File: config.mk
export PLATFORM = sky130hd
export DESIGN_NAME = fpec_ram
export DESIGN_NICKNAME = d
export VERILOG_FILES = /design/src/fpec_ram.sv
export SDC_FILE = /design/constraint.sdc
export NUM_CORES = 1
export LEC_CHECK = 0
export ABC_AREA = 1
export BUFFER_PORTS_ARGS = -buffer_cell sky130_fd_sc_hd__buf_2
export CAP_MARGIN = 5
export CORE_MARGIN = 4
export CORE_UTILIZATION = 45
export DETAILED_ROUTE_END_ITERATION = 8
export GPL_TIMING_DRIVEN = 0
export PLACE_DENSITY_LB_ADDON = 0.1
export SKIP_LAST_GASP = 1
export SLEW_MARGIN = 10
export SYNTH_ARGS = -nofsm -noshare
export SYNTH_HDL_FRONTEND = slang
export SYNTH_SLANG_ARGS = --single-unit
File: constraint.sdc
create_clock -name clk -period 3.3 [get_ports clk]
set_clock_uncertainty 0.1 [all_clocks]
set_input_delay 0.495 -clock clk [delete_from_list [all_inputs] [get_ports clk]]
set_output_delay 0.495 -clock clk [all_outputs]
set_load 0.02 [all_outputs]
File: src/fpec_ram.sv
module fpec_ram #(
  parameter int WIDTH = 32,
  parameter int DEPTH = 32
) (
  input  logic                     clk,
  input  logic                     we,
  input  logic [$clog2(DEPTH)-1:0] waddr,
  input  logic [WIDTH-1:0]         wdata,
  input  logic                     re,
  input  logic [$clog2(DEPTH)-1:0] raddr,
  output logic [WIDTH-1:0]         rdata
);

  logic [WIDTH-1:0] mem [DEPTH];
  logic [WIDTH-1:0] rdata_r;

  always_ff @(posedge clk) begin
    if (we) begin
      mem[waddr] <= wdata;
    end
    if (re) begin
      rdata_r <= mem[raddr];
    end
  end

  assign rdata = rdata_r;

endmodule

Word-level counts from Yosys, hierarchy flattened
Memories as Yosys holds them, arrays and structs flattened. A register that Yosys moved wholly into a read port is not among the register bits.
Cells that the tools add are included.
{ "totals": {"inputBits": 45, "mem_bits_rw": 1024, "out_inout_bits": 32, "n_memories": 1, "reg_bits": 0} }
{ "classes": {"n_mux": 2} }
{ "mem_list": {"columns": ["memory", "depth", "width", "read_ports", "rd_ports_with_merged_regs", "write_ports", "line_no", "source"], "rows": [
  ["mem", 32, 32, 1, 1, 1, "14", "logic [WIDTH-1:0] mem [DEPTH];"]
]} }
{ "ops": {"columns": ["op", "count"], "rows": [
  ["$mux 1", 2]
]} }

Logic depth before layout (Yosys ltp)
Gate-level depths: netlist of the first run.
{ "depth": {"word_depth": 2, "depth_mapped": 12, "mapped_depth_nobuf": 9} }

Worst setup path after synthesis of the first run
OpenSTA, ideal clock, no wires.
{ "synth_path": {"path_kind": "in2reg", "startpoint": "in waddr[0]", "endpoint": "mem mem[0][0] (enable)", "path_buffers": 0, "required_ns": 2.779, "arrival_ns": 2.150, "setup_slack_ns": 0.629, "stages": 3, "path_cell_list": "inv_1 nand3_1 nor2_1"} }
{ "synth_rtl": {"columns": ["element", "line_no", "source"], "rows": [
  ["start, declared", "7", "input logic [$clog2(DEPTH)-1:0] waddr,"],
  ["end, declared", "14", null]
]} }
Straight into the memory's write port.

Worst setup path after layout of the first run
{ "layout_path": {"startpoint": "in waddr[1]", "endpoint": "mem mem[25][21] (enable)"} }
Straight into the memory's write port.

==> results.tsv, run 1 <==
metric	value	unit
status	completed	
tritoncts	yes	
worstPathRequired	3.57	ns
io_pins	77	
hold_class	in -> reg	
worstMarginPinSlew	1.164	ns
start_kind	input pin	
rsz0062_at_grt	no	
die_y	316.1	um
cts.repair.resized	0	
synthCells	3536	
clock_latency	0.69	ns
hold_violations	0	
cts_buffers	112	
initial_utilization	0.4557	
clock-sinks	1056	
fillers	8002	
cts_buffer_depth	3	
finalSetupViolations	0	
antenna_found_initial	2	
drc_errors	0	
place.gp.congestion	0.8298	
irDropWorstVdd	0.4088	mV
die_width	316.1	um
syn_to_final_growth	15.19	%
p_total	29.48	mW
rows	112	
totalWireLength	131.1	mm
port_buffers	73	
via_count	27829	
drt_iter0_markers	2721	
syn_area	42730	um^2
r2r-end	rdata[15]	
post_cts_buffers	0	
crit_slowest_cell	nor2_4	
post_drt_wl_per_cell	25.69	um
cp_cell_sequence	buf_2 -> inv_1 -> nand3_1 -> nor2_4 -> buf_12	
crit_fanout	18	
relSlewSlack	0.2237	
critPathLaunch	waddr[1]	
crit_type	in -> reg	
slowest_delay	0.96	ns
grt_max_degree	33	
final_common_cell	nand2_1	
drtPass1Iterations	5	
synth_seq_cells	1056	
layout_min_cycle_time	2.299	ns
crit_path_end_kind	flip-flop	
max_clock_freq	435.0	MHz
maxSlewViolCount	0	
yosysUniqueCellTypes	13	
hold_buffers	0	
timing.hold.ws	0.2766	ns
die-area	99940	um^2
layout.cells.non_filler	5104	
grt_overflow_total	0	
powerDensity	599.0	nW/um^2
synth-seq-area-share	0.7422	
drv_cap	0	
final_cell_mix	nand2_1, edfxtp_1, nand3_1, buf_2, clkbuf_16	
reg2reg_depth	8	
syn-num-nets	3581	
p_leak	18.11	nW
dp.final_hpwl	86.35	mm
cp-endpoint	mem[25][21]	
clk_pin_slew_worst_paths	0.06	ns
rrSetupSlack	1.60	ns
ant_nets	0	
finalCritPeriodShare	0.6967	
cts_max_level	3	
ys_warn_count	0	
grt_use_total	0.2615	
grt_pass1_wl	185.8	mm
root_buffer	clkbuf_16	
grt_pass1_vias	26295	
synth.avg_cell_area	12.08	um^2
coreArea	93750	um^2
viasPerCell	5.452	
r2r_start	mem[21][15]	
dp_cells	4896	
worst_ep_arrival_time	2.57	ns
nets	3801	
layout-drive-gt1-share	0.1208	
how the worst min path moves through the flow:
stage,cells past startpoint,to,slack (ns),start
6_report,1,mem[27][31],0.28,wdata[31]
5_1_grt,1,mem[3][2],0.27,wdata[2]
4_1_cts,1,mem[2][0],0.24,wdata[0]
3_5_place_dp,8,rdata[18],0.77,mem[18][18]
3_3_place_gp,8,rdata[18],0.76,mem[18][18]
2_1_floorplan,0,mem[0][0],0.49,wdata[0]
logic make-up (layout without fill, tap and decap cells):
logic type / after synthesis / count (layout) / synth area share
AND/OR/NAND/NOR: 2252 / 2252 / 0.2207
flip-flops: 1056 / 1056 / 0.7422
buffers and inverters: 228 / 541 / 0.03713
other: 0 / 1 / 0
synth_stat cells, drive strengths merged:
master	number	area (um^2)
buf	194	1451
edfxtp	1056	31710
nor2	32	120.1
nand3	780	3904
inv	10	45.05
clkbuf	24	90.09
nand2	1440	5405
registers in the layout, indices dropped and copies added, names as in the netlist:
| signal | count |
|---|---|
| mem | 1024 |
| rdata | 32 |
critical path: cells and delay by family:
family	cells	cell delay, ns
buf+inv	3	0.47
simple gates	2	1.57
power breakdown:
part / leakage, nW / switching [mW] / internal [mW]
combinational: 6.81 / 1.57 / 0.522
clock: 1.75 / 5.10 / 7.28
sequential: 9.55 / 0.0426 / 15.0
total: 18.1 / 6.71 / 22.8
layer usage:
metal	vias to the layer above	GRT usage	part of all wire
met5	-	0	0
met4	0	0.07947	0.031
met3	200	0.04019	0.070
met2	1088	0.4336	0.48
met1	13690	0.3595	0.42
li1	12851	-	-
cell type report:
class	instances	area (um^2)	share of cell area
flip-flops and latches	1056	31710	0.6443
multi-input cells	2252	9669	0.1965
clock buffers	145	2990	0.06076
well taps	1254	1569	0.03188
plain buffers	218	1541	0.03132
repair buffers	106	1101	0.02237
clock inverters	62	588.1	0.01195
inverters	10	45.04	0.0009152
diodes	1	2.502	0.00005084
metrics by stage:
step / setup WS (ns) / util / setup TNS (ns) / instance area [um^2]
floorplan: 0.6285 / - / 0 / 42730
global placement: -1.629 / 0.4764 / -1218.69 / 44660
detailed placement: 0.3581 / 0.4868 / 0 / 45640
CTS: 1.081 / 0.5250 / 0 / 49210
global route: 0.9617 / 0.5250 / 0 / 49210
finish: 1.001 / 0.5250 / 0 / 49220
(Power assumes the default switching activity.)
==> run 2: changes to the inputs <==
Clock period 3.3 ns to 1.9 ns, I/O delays scaled along.
==> run 2 against run 1 <==
  * Total power grew 72%
  * Critical path type unchanged
  * Via count grew 2.1%
  * Final cell count grew 1.4%
==> results.tsv, run 2 (synthesized netlist as in run 1, its figures left out) <==
metric	value	unit
root_buffer	clkbuf_16	
clock_latency	0.69	ns
drc_errors	0	
grt_max_degree	33	
syn_to_final_growth	16.62	%
finalCritPeriodShare	0.9954	
drtPass1Iterations	6	
fillers	8143	
multi_input_area	9669	um^2
finalSetupViolations	0	
max_clock_freq	528.8	MHz
ant_nets	0	
post_drt_wl_per_cell	25.91	um
rrSetupSlack	0.24	ns
grt_pass1_vias	26944	
p_comb_frac	0.072	
dp.final_hpwl	86.25	mm
final_cell_area	49830	um^2
layout-drive-gt1-share	0.1395	
rsz0062_at_grt	yes	
drv_cap	0	
top_register	mem	
clk_pin_slew_worst_paths	0.06	ns
seqCellArea	31710	um^2
status	completed	
pwr-share-seq	0.515	
tritoncts	yes	
cts_max_level	3	
p_leak	18.51	nW
p_int	38.87	mW
p_clk_frac	0.413	
initial_utilization	0.4557	
placed_cell_area	45690	um^2
layout_min_cycle_time	1.891	ns
setup-tns-final	0	ns
die_width	316.1	um
worst_ep_arrival_time	2.28	ns
antenna_found_initial	8	
coreArea	93750	um^2
die_y	316.1	um
hold_violations	0	
rows	112	
io_pins	77	
p_sw_frac	0.2327	
totalWireLength	134.0	mm
final_cell_mix	nand2_1, edfxtp_1, nand3_1, buf_2, clkbuf_16	
cts_buffer_depth	3	
largest_reg_flops	1024	
hold_class	in -> reg	
port_buffers	73	
crit_path_end_kind	flip-flop	
worstMarginPinSlew	1.178	ns
place.gp.congestion	0.8684	
crit_fanout	10	
nets	3870	
grt_pass1_wl	191.3	mm
final_common_cell	nand2_1	
clock-sinks	1056	
via_count	28414	
start_kind	input pin	
die-area	99940	um^2
powerDensity	1017	nW/um^2
worstPathRequired	2.29	ns
drt_iter0_markers	3117	
grt_overflow_total	0	
maxSlewViolCount	0	
cts_buffers	112	
switching_power	11.79	mW
viasPerCell	5.493	
hold_buffers	0	
relSlewSlack	0.2147	
grt_use_total	0.2680	
p_total	50.65	mW
irDropWorstVdd	0.7455	mV
crit_type	in -> reg	
-- run 2: cell types whose count changed in the layout (fill, tap and decap cells not counted), sizes merged --
cell / change
buf: +65
clkinv: +6
bufinv: -5
diode: +3
clkbuf: -2
clkinvlp: +1
inv: +1
-- run 2: path summary, 6_finish.rpt --
path | end | cells after the start | from
setup / recovery | rdata[4] | 10 | raddr[2]
hold / removal | mem[3][0] | 1 | wdata[0]
setup reg to reg | rdata[14] | 8 | mem[21][14]
hold reg to reg | rdata[20] | 8 | mem[16][20]
-- run 2: routing by layer --
metal,global-route usage,up-vias,share of wire
met5,0,-,0.00020
met4,0.08651,4,0.034
met3,0.04830,247,0.083
met2,0.4342,1196,0.47
met1,0.3704,14009,0.41
li1,-,12958,-
-- run 2: final cells by class --
type                            instances  share of cell area
Sequential cell                      1056              0.6364
Multi-Input combinational cell       2252              0.1941
Clock buffer                          139             0.05957
Timing Repair Buffer                  175             0.03631
Tap cell                             1254             0.03149
Buffer                                218             0.03139
Clock inverter                         65            0.009643
Inverter                               10           0.0009040
Antenna cell                            4           0.0002009
-- run 2: per-stage QoR --
stage               instances  setup WS [ns]    util  hold WS [ns]
global placement         4863         -1.768  0.4772        0.6299
detailed placement       4898        -0.8986  0.4874        0.6280
floorplan                3536        -0.1885       -        0.2839
finish                   5173       0.008802  0.5315       0.03822
CTS                      5140      -0.001364  0.5287      0.009070
global route             5170       -0.03814  0.5314       0.03740
-- run 2: power by group through the flow --
stage	clock, mW	sequential (mW)	combinational (mW)
global placement	0	26.6	3.51
CTS	21.1	26.1	3.63
floorplan	0	26.6	1.79
global route	22.1	26.1	3.95
finish	20.9	26.1	3.65
detailed placement	0	26.6	3.60
-- run 2: repair_timing --
action,in CTS,in global routing
pin swaps,15,8
resized for setup,4,22
endpoints found under the setup margin,240,175
setup buffers,38,29
hold endpoints to repair,0,0
-- run 2: critical path: stages --
cell	delay, ns
buf_2	0.13
inv_1	0.06
buf_2	0.42
buf_1	0.64
nand3_1	0.20
nand2_1	0.10
nand2_1	0.06
nand2_1	0.09
nand2_1	0.05
nand2_1	0.22
