[config.mk]
export PLATFORM = sky130hd
export DESIGN_NAME = fpec_sweep
export DESIGN_NICKNAME = d
export VERILOG_FILES = /design/src/fpec_pkg.sv /design/src/fpec_sweep.sv
export SDC_FILE = /design/constraint.sdc
export NUM_CORES = 1
export LEC_CHECK = 0
export ABC_AREA = 1
export BUFFER_PORTS_ARGS = -buffer_cell sky130_fd_sc_hd__buf_4
export CAP_MARGIN = 10
export CORE_UTILIZATION = 45
export CTS_BUF_LIST = sky130_fd_sc_hd__clkbuf_8
export DETAILED_ROUTE_END_ITERATION = 12
export PLACE_DENSITY = 0.76
export SYNTH_ARGS = -nofsm -noshare
export SYNTH_HDL_FRONTEND = slang
export SYNTH_SLANG_ARGS = --single-unit
[constraint.sdc]
create_clock -name clk -period 3.04 [get_ports clk]
set_clock_uncertainty 0.05 [all_clocks]
set_input_delay 0.456 -clock clk [delete_from_list [all_inputs] [get_ports clk]]
set_output_delay 0.456 -clock clk [all_outputs]
set_load 0.02 [all_outputs]
[src/fpec_pkg.sv]
package fpec_pkg;

  localparam int FLASH_BYTES  = 65536;
  localparam int SECTOR_BYTES = 8192;
  localparam int PAGE_BYTES   = 128;
  localparam int PHRASE_BYTES = 16;

  localparam int FLASH_WORDS  = FLASH_BYTES / 4;
  localparam int SECTOR_WORDS = SECTOR_BYTES / 4;
  localparam int PAGE_WORDS   = PAGE_BYTES / 4;
  localparam int PHRASE_WORDS = PHRASE_BYTES / 4;
  localparam int HALF_WORDS   = FLASH_WORDS / 2;
  localparam int FW_AW        = $clog2(FLASH_WORDS);
  localparam int SB_AW        = $clog2(PAGE_WORDS);

  localparam logic [31:0] ONES = 32'hFFFF_FFFF;

  // Bus operation codes.
  localparam logic [1:0] OP_REG_RD = 2'd0;
  localparam logic [1:0] OP_REG_WR = 2'd1;
  localparam logic [1:0] OP_FL_ST  = 2'd2;
  localparam logic [1:0] OP_FL_RD  = 2'd3;

  // Register offsets.
  localparam logic [15:0] REG_STATUS  = 16'h0000;
  localparam logic [15:0] REG_CONFIG  = 16'h0004;
  localparam logic [15:0] REG_CONTROL = 16'h0008;
  localparam logic [15:0] REG_CMD_LO  = 16'h0010;
  localparam logic [15:0] REG_CMD_HI  = 16'h0030;

  // Status bits.
  localparam int ST_FAIL   = 0;
  localparam int ST_ABT    = 2;
  localparam int ST_PVIOL  = 4;
  localparam int ST_ACCERR = 5;
  localparam int ST_IDLE   = 7;
  localparam int ST_WIN_LO = 24;
  localparam int ST_WIN_HI = 25;
  localparam int ST_READY  = 31;
  localparam logic [31:0] ST_ERRORS = 32'h0000_0035;
  localparam int CFG_IE    = 7;
  localparam int CTL_ABORT = 24;

  localparam logic [1:0] WIN_PHRASE = 2'd1;
  localparam logic [1:0] WIN_PAGE   = 2'd2;

  // Command codes.
  localparam logic [7:0] CMD_CHK_ALL   = 8'h00;
  localparam logic [7:0] CMD_CHK_BLK   = 8'h01;
  localparam logic [7:0] CMD_CHK_SEC   = 8'h02;
  localparam logic [7:0] CMD_CHK_PAGE  = 8'h03;
  localparam logic [7:0] CMD_CHK_PHR   = 8'h04;
  localparam logic [7:0] CMD_PRG_PAGE  = 8'h23;
  localparam logic [7:0] CMD_PRG_PHR   = 8'h24;
  localparam logic [7:0] CMD_ERS_ALL   = 8'h40;
  localparam logic [7:0] CMD_ERS_SEC   = 8'h42;

  typedef enum logic [1:0] {
    MODE_ERASE = 2'd0,
    MODE_CHECK = 2'd1,
    MODE_PROG  = 2'd2
  } sweep_mode_t;

  typedef struct packed {
    sweep_mode_t      mode;
    logic [FW_AW-1:0] first;
    logic [FW_AW-1:0] last;
  } sweep_cmd_t;

  typedef struct packed {
    logic             busy;
    logic             done;
    logic             fail;
  } sweep_stat_t;

  typedef struct packed {
    logic             fl_we;
    logic [FW_AW-1:0] fl_waddr;
    logic [31:0]      fl_wdata;
    logic             fl_re;
    logic [FW_AW-1:0] fl_raddr;
    logic [SB_AW-1:0] sb_raddr;
  } mem_req_t;

endpackage

[src/fpec_sweep.sv]
module fpec_sweep (
  input  logic                  clk,
  input  logic                  rst_n,
  input  logic                  start_i,
  input  fpec_pkg::sweep_cmd_t  cmd_i,
  input  logic [31:0]           fl_rdata_i,
  input  logic [31:0]           sb_rdata_i,
  output fpec_pkg::mem_req_t    req_o,
  output fpec_pkg::sweep_stat_t stat_o
);

  typedef enum logic [3:0] {
    SW_IDLE  = 4'b0001,
    SW_ERASE = 4'b0010,
    SW_RD    = 4'b0100,
    SW_EVAL  = 4'b1000
  } sw_state_t;

  sw_state_t                      state_r, state_nxt;
  fpec_pkg::sweep_mode_t          mode_r, mode_nxt;
  logic [fpec_pkg::FW_AW-1:0]     ptr_r, ptr_nxt;
  logic [fpec_pkg::FW_AW-1:0]     idx_r, idx_nxt;
  logic [fpec_pkg::FW_AW-1:0]     last_r, last_nxt;
  logic                           fail_r, fail_nxt;
  logic [31:0]                    merged;
  logic                           word_fail;

  // After reset the sequencer clears the whole array before anything else.
  always_ff @(posedge clk) begin
    if (!rst_n) begin
      state_r <= SW_ERASE;
      mode_r  <= fpec_pkg::MODE_ERASE;
      ptr_r   <= '0;
      idx_r   <= '0;
      last_r  <= fpec_pkg::FW_AW'(fpec_pkg::FLASH_WORDS - 1);
      fail_r  <= 1'b0;
    end else begin
      state_r <= state_nxt;
      mode_r  <= mode_nxt;
      ptr_r   <= ptr_nxt;
      idx_r   <= idx_nxt;
      last_r  <= last_nxt;
      fail_r  <= fail_nxt;
    end
  end

  assign merged = fl_rdata_i & sb_rdata_i;

  always_comb begin
    state_nxt = state_r;
    mode_nxt  = mode_r;
    ptr_nxt   = ptr_r;
    idx_nxt   = idx_r;
    last_nxt  = last_r;
    fail_nxt  = fail_r;
    word_fail = 1'b0;
    req_o     = '0;
    stat_o    = '0;
    stat_o.busy = (state_r != SW_IDLE);
    req_o.fl_raddr = ptr_r;
    req_o.fl_waddr = ptr_r;
    req_o.sb_raddr = idx_r[fpec_pkg::SB_AW-1:0];
    case (state_r)
      SW_IDLE: begin
        if (start_i) begin
          mode_nxt  = cmd_i.mode;
          ptr_nxt   = cmd_i.first;
          idx_nxt   = '0;
          last_nxt  = cmd_i.last;
          fail_nxt  = 1'b0;
          state_nxt = (cmd_i.mode == fpec_pkg::MODE_ERASE) ? SW_ERASE : SW_RD;
        end
      end
      SW_ERASE: begin
        req_o.fl_we    = 1'b1;
        req_o.fl_wdata = fpec_pkg::ONES;
        if (idx_r == last_r) begin
          stat_o.done = 1'b1;
          state_nxt   = SW_IDLE;
        end else begin
          idx_nxt = idx_r + 1'b1;
          ptr_nxt = ptr_r + 1'b1;
        end
      end
      SW_RD: begin
        req_o.fl_re = 1'b1;
        state_nxt   = SW_EVAL;
      end
      SW_EVAL: begin
        state_nxt = SW_RD;
        if (mode_r == fpec_pkg::MODE_PROG) begin
          req_o.fl_we    = 1'b1;
          req_o.fl_wdata = merged;
          word_fail      = (merged != sb_rdata_i);
        end else begin
          word_fail      = (fl_rdata_i != fpec_pkg::ONES);
        end
        // A failing word anywhere in the walk is kept until the walk ends.
        stat_o.fail = fail_r | word_fail;
        fail_nxt    = fail_r | word_fail;
        // A read-ones check stops at the first word that is not erased.
        if (idx_r == last_r ||
            (mode_r == fpec_pkg::MODE_CHECK && fl_rdata_i != fpec_pkg::ONES)) begin
          stat_o.done = 1'b1;
          state_nxt   = SW_IDLE;
        end else begin
          idx_nxt = idx_r + 1'b1;
          ptr_nxt = ptr_r + 1'b1;
        end
      end
      default: begin
        state_nxt = SW_IDLE;
      end
    endcase
  end

  a_idx_bound: assert property (@(posedge clk) disable iff (!rst_n)
    (state_r != SW_IDLE) |-> (idx_r <= last_r))
    else $error("sweep index ran past its last word");
  a_done_busy: assert property (@(posedge clk) disable iff (!rst_n)
    stat_o.done |=> (state_r == SW_IDLE))
    else $error("sweep still running after done");
  a_rd_eval: assert property (@(posedge clk) disable iff (!rst_n)
    (state_r == SW_RD) |=> (state_r == SW_EVAL))
    else $error("read phase not followed by evaluation");

endmodule

; Word level (Yosys, flattened, before mapping)
; Index checks and enable logic that the tools add are counted.
[op_classes]
mux = 26
addsub = 2
eq_ne = 14
n_reduce_logical = 9
bitwise = 2
[ops]
columns = operator, n
row1 = $mux 14, 6
row2 = $pmux 14 s3, 2
row3 = $pmux 32 s2, 1
row4 = $and 32x32->32, 1
row5 = $mux 32, 1
row6 = $ne 32x32->1, 1
row7 = $ne 32x32->1 const B, 1
row8 = $add 14x1->14 const B, 2
row9 = $pmux 4 s4, 1
row10 = $eq 14x14->1, 1
row11 = $mux 1, 8
row12 = $mux 4, 2
row13 = $ne 2x2->1 const B, 4
row14 = $mux 3, 2
row15 = $pmux 1 s2, 3
row16 = $reduce_and 2->1, 3
row17 = $eq 4x1->1 const B, 1
row18 = $eq 4x2->1 const B, 1
row19 = $eq 4x3->1 const B, 1
row20 = $eq 4x4->1 const B, 1
row21 = $ne 4x1->1 const B, 1
row22 = $reduce_and 4->1, 1
row23 = $reduce_bool 3->1, 1
row24 = $eq 2x1->1 const B, 1
row25 = 6 further kinds, 6
[totals]
reg_bits = 49
in_bits = 97
output_inout_bits = 70

; Longest topological paths before layout
[depth]
word_depth = 6
ltp_mapped = 14
ltp_nobuf = 13

; Worst setup path after synthesis
; Ideal clock, no wire load.
[synth_timing]
kind = register to output
start = register state_r[1]
end = output req_o[22] in the netlist's numbering
stages_incl_launch_ff = 7
arrival_time_ns = 1.527
slack_ns = 1.007
n_path_buf = 1
cell_sequence = dfxtp_1 nor2_1 inv_1 nor3_4 nand2_1 clkbuf_1 o21ai_0
[synth_rtl]
columns = element, line
row1 = start: declaration, fpec_sweep.sv:19  ; sw_state_t state_r, state_nxt;
row2 = start signal: assignment, fpec_sweep.sv:38  ; state_r <= state_nxt;
row3 = end: declaration, fpec_sweep.sv:8  ; output fpec_pkg::mem_req_t req_o,

==> metrics.txt <==
status=finished, final reports clean; Total Routing Usage GR=between 20% and 30%; vias in the first global route=4,235; routed wire length=roughly 13,000 um; Tmin final=between 2 and 3 ns; CTS H-tree lvls=2; combinational power share=48.2%; CP max FO=23; switching part of the total=about two fifths; Seq. cell area=981 um^2; Post-CTS Setup Bufs=0; Die Height=95.0 um; overall power=approximately 2.4 mW; clock power share=18.1%; Hold Path Class=input port to flip-flop; final hold viol count=0; Seq/Total Area, Yosys=25.2%; VDD IR max=0.000260 V; unrepaired setup endpoints after global routing=false; clock sinks=49; DR vias=4,823; GRT overflow=0; Die Wd=between 90 and 100 um; P_sw=987 uW; nets=920; Port-buffer cells=166; slew at the pin closest to its max-slew limit=0.926 ns; Max Cap Violations=0; post-synth cell types=31; Final GP Congestion=approximately 0.9; synthesized flop and latch total=49; setup TNS=0 ns; Worst-path clk slew=0.09 ns; DIE AREA=0.00903 mm^2; Crit Reg-Reg Endpoint=idx_r[0]; Clk Latency, worst-skew pair=0.30 ns; DPL Wire Length=9570 um; reg2reg setup slack=between 0.8 and 0.9 ns; clk buf depth=2; row cnt=33; Initial Util=46.9%; Post-DRT Antenna Nets=0; sequential share of power=33.7%; share of cells above drive strength 1=a little under a quarter; CTS Buf Count=5; area delta synth->final=32.3%; Synth Cell Area=0.00389 mm^2; Post-Syn Nets=787; Core ar.=0.00830 mm^2; R2R Path Start=idx_r[0]; period utilization=84.1%; WL/cell=13.5 um; syn_area_per_cell=5.66 um^2; Arrival @ worst endpoint=between 2 and 2.5 ns; first-pass GRT wire length=19,400 um; Setup WS pre-CTS=0.821 ns; Slew headroom=38.0%; Remaining DRCs=0; initial antenna violation count=0; CTS resizes=0; Final WS setup=around 0.48 ns; internal power=1.40 mW; power per cell area=463 mW/mm^2; area occupied by multi-input gates=0.00224 mm^2; fillers=848; Fmax achieved=391 MHz; mean number of vias per cell=5.20; CP Launch Type=flip-flop; Worst Hold Depth=3; cell leakage power=between 2 and 3 nW; CTS tree=yes; largest net degree at the start of global routing=40; Initial DRC Count=~350; commonest non-fill, non-tap cells in the layout=nand2_1, buf_4, inv_1; fin. max-slew vios=0; Hold Slack=0.312 ns; setup violators final=0; CTS Hold Bufs=0; Crit Path Category=flip-flop to primary output; Warnings, synthesis=0; first-pass iteration count of the detailed router=5; Endpoint, Worst Hold=last_r[12]; diodes inserted=0; Worst EP required=2.53 ns; CP Capture Type=primary output; R2R cell count=12; io pins=167; Clock Tree Root=clkbuf_8; commonest non-fill, non-tap cell in the layout=nand2_1; HP Start=cmd_i[12]; Cells after Synth=around 690
[cells in the mapped netlist (all sizes together)]
cell type,instances,share of area (%)
buf,31,5.7
a21oi,19,2.4
xor2,4,0.90
nand3,29,4.2
ha,2,0.64
a31oi,2,0.32
xnor2,2,0.45
nor2,86,8.7
a211oi,1,0.19
clkbuf,15,1.4
o211ai,12,2.3
nand4,27,4.3
inv,104,10
nand2,223,22
or2,2,0.32
dfxtp,49,25
nor3,11,1.7
o21ai,52,6.7
o22ai,17,2.7
[critical path: stages (launching register included)]
cell and delay (ns):
dfxtp_1 0.42, inv_1 0.10, nand2_1 0.07, nand2_1 0.04
nor2_1 0.17, nand2_1 0.12, nor2_2 0.16, nand2_1 0.09
nand2_2 0.09, nand2_4 0.18, nand2_1 0.15, buf_4 0.15
[state kept, by name, summed over array words and instances, names as in the netlist]
register,count
fail_r,1
idx_r,14
last_r,14
mode_r,2
ptr_r,14
state_r,4
[stage by stage]
step	utilization (%)	cells	area, um^2
2_1_floorplan	-	688	3890
3_3_place_gp	60.9	919	5050
3_5_place_dp	60.9	919	5050
4_1_cts	62.1	927	5150
5_1_grt	62.1	927	5150
6_report	62.1	927	5150
[per-layer routing]
metal	vias to the layer above	track usage, %	share of wire [%]
met3	22	4.07	6.3
met2	189	50.5	51
met5	-	0	0
li1	2435	-	-
met1	2177	31.2	41
met4	0	10.4	2.5
[worst max-delay path by stage]
stage	to	start	cells after the start	slack, ns
5_1_grt	stat_o[1]	idx_r[1]	11	0.36
6_report	stat_o[1]	idx_r[0]	11	0.48
3_3_place_gp	idx_r[0]	fl_rdata_i[10]	12	0.84
2_1_floorplan	req_o[22]	state_r[1]	6	1.01
3_5_place_dp	idx_r[1]	fl_rdata_i[13]	12	0.82
4_1_cts	stat_o[1]	idx_r[0]	11	0.50
[logic make-up (layout without fill, tap and decap cells)]
family,count (synthesis),count (layout),synth area share [%]
DFF,49,49,25.2
AOI/OAI and AO/OA,103,103,14.7
adders and majority gates,2,2,0.642
buffers and inverters,150,284,17.2
xor gates and xnor gates,6,6,1.35
and+or+nand+nor,378,378,41.0
[area by class of cell]
cell class | count | share of cell area [%]
Multi-Input combinational cell | 489 | 43.6
Timing Repair Buffer | 172 | 25.3
Sequential cell | 49 | 19.0
Clock inverter | 1 | 0.0971
Tap cell | 105 | 2.55
Inverter | 104 | 7.58
Clock buffer | 7 | 1.87
[power by group through the flow]
| stage | combinational, mW | sequential, mW | clock [mW] |
|---|---|---|---|
| 2_1_floorplan | 0.706 | 0.842 | 0 |
| 3_3_place_gp | 1.13 | 0.813 | 0 |
| 3_5_place_dp | 1.15 | 0.818 | 0 |
| 4_1_cts | 1.15 | 0.803 | 0.439 |
| 5_1_grt | 1.28 | 0.816 | 0.462 |
| 6_report | 1.15 | 0.804 | 0.432 |
Power figures use the tool's default switching activity.
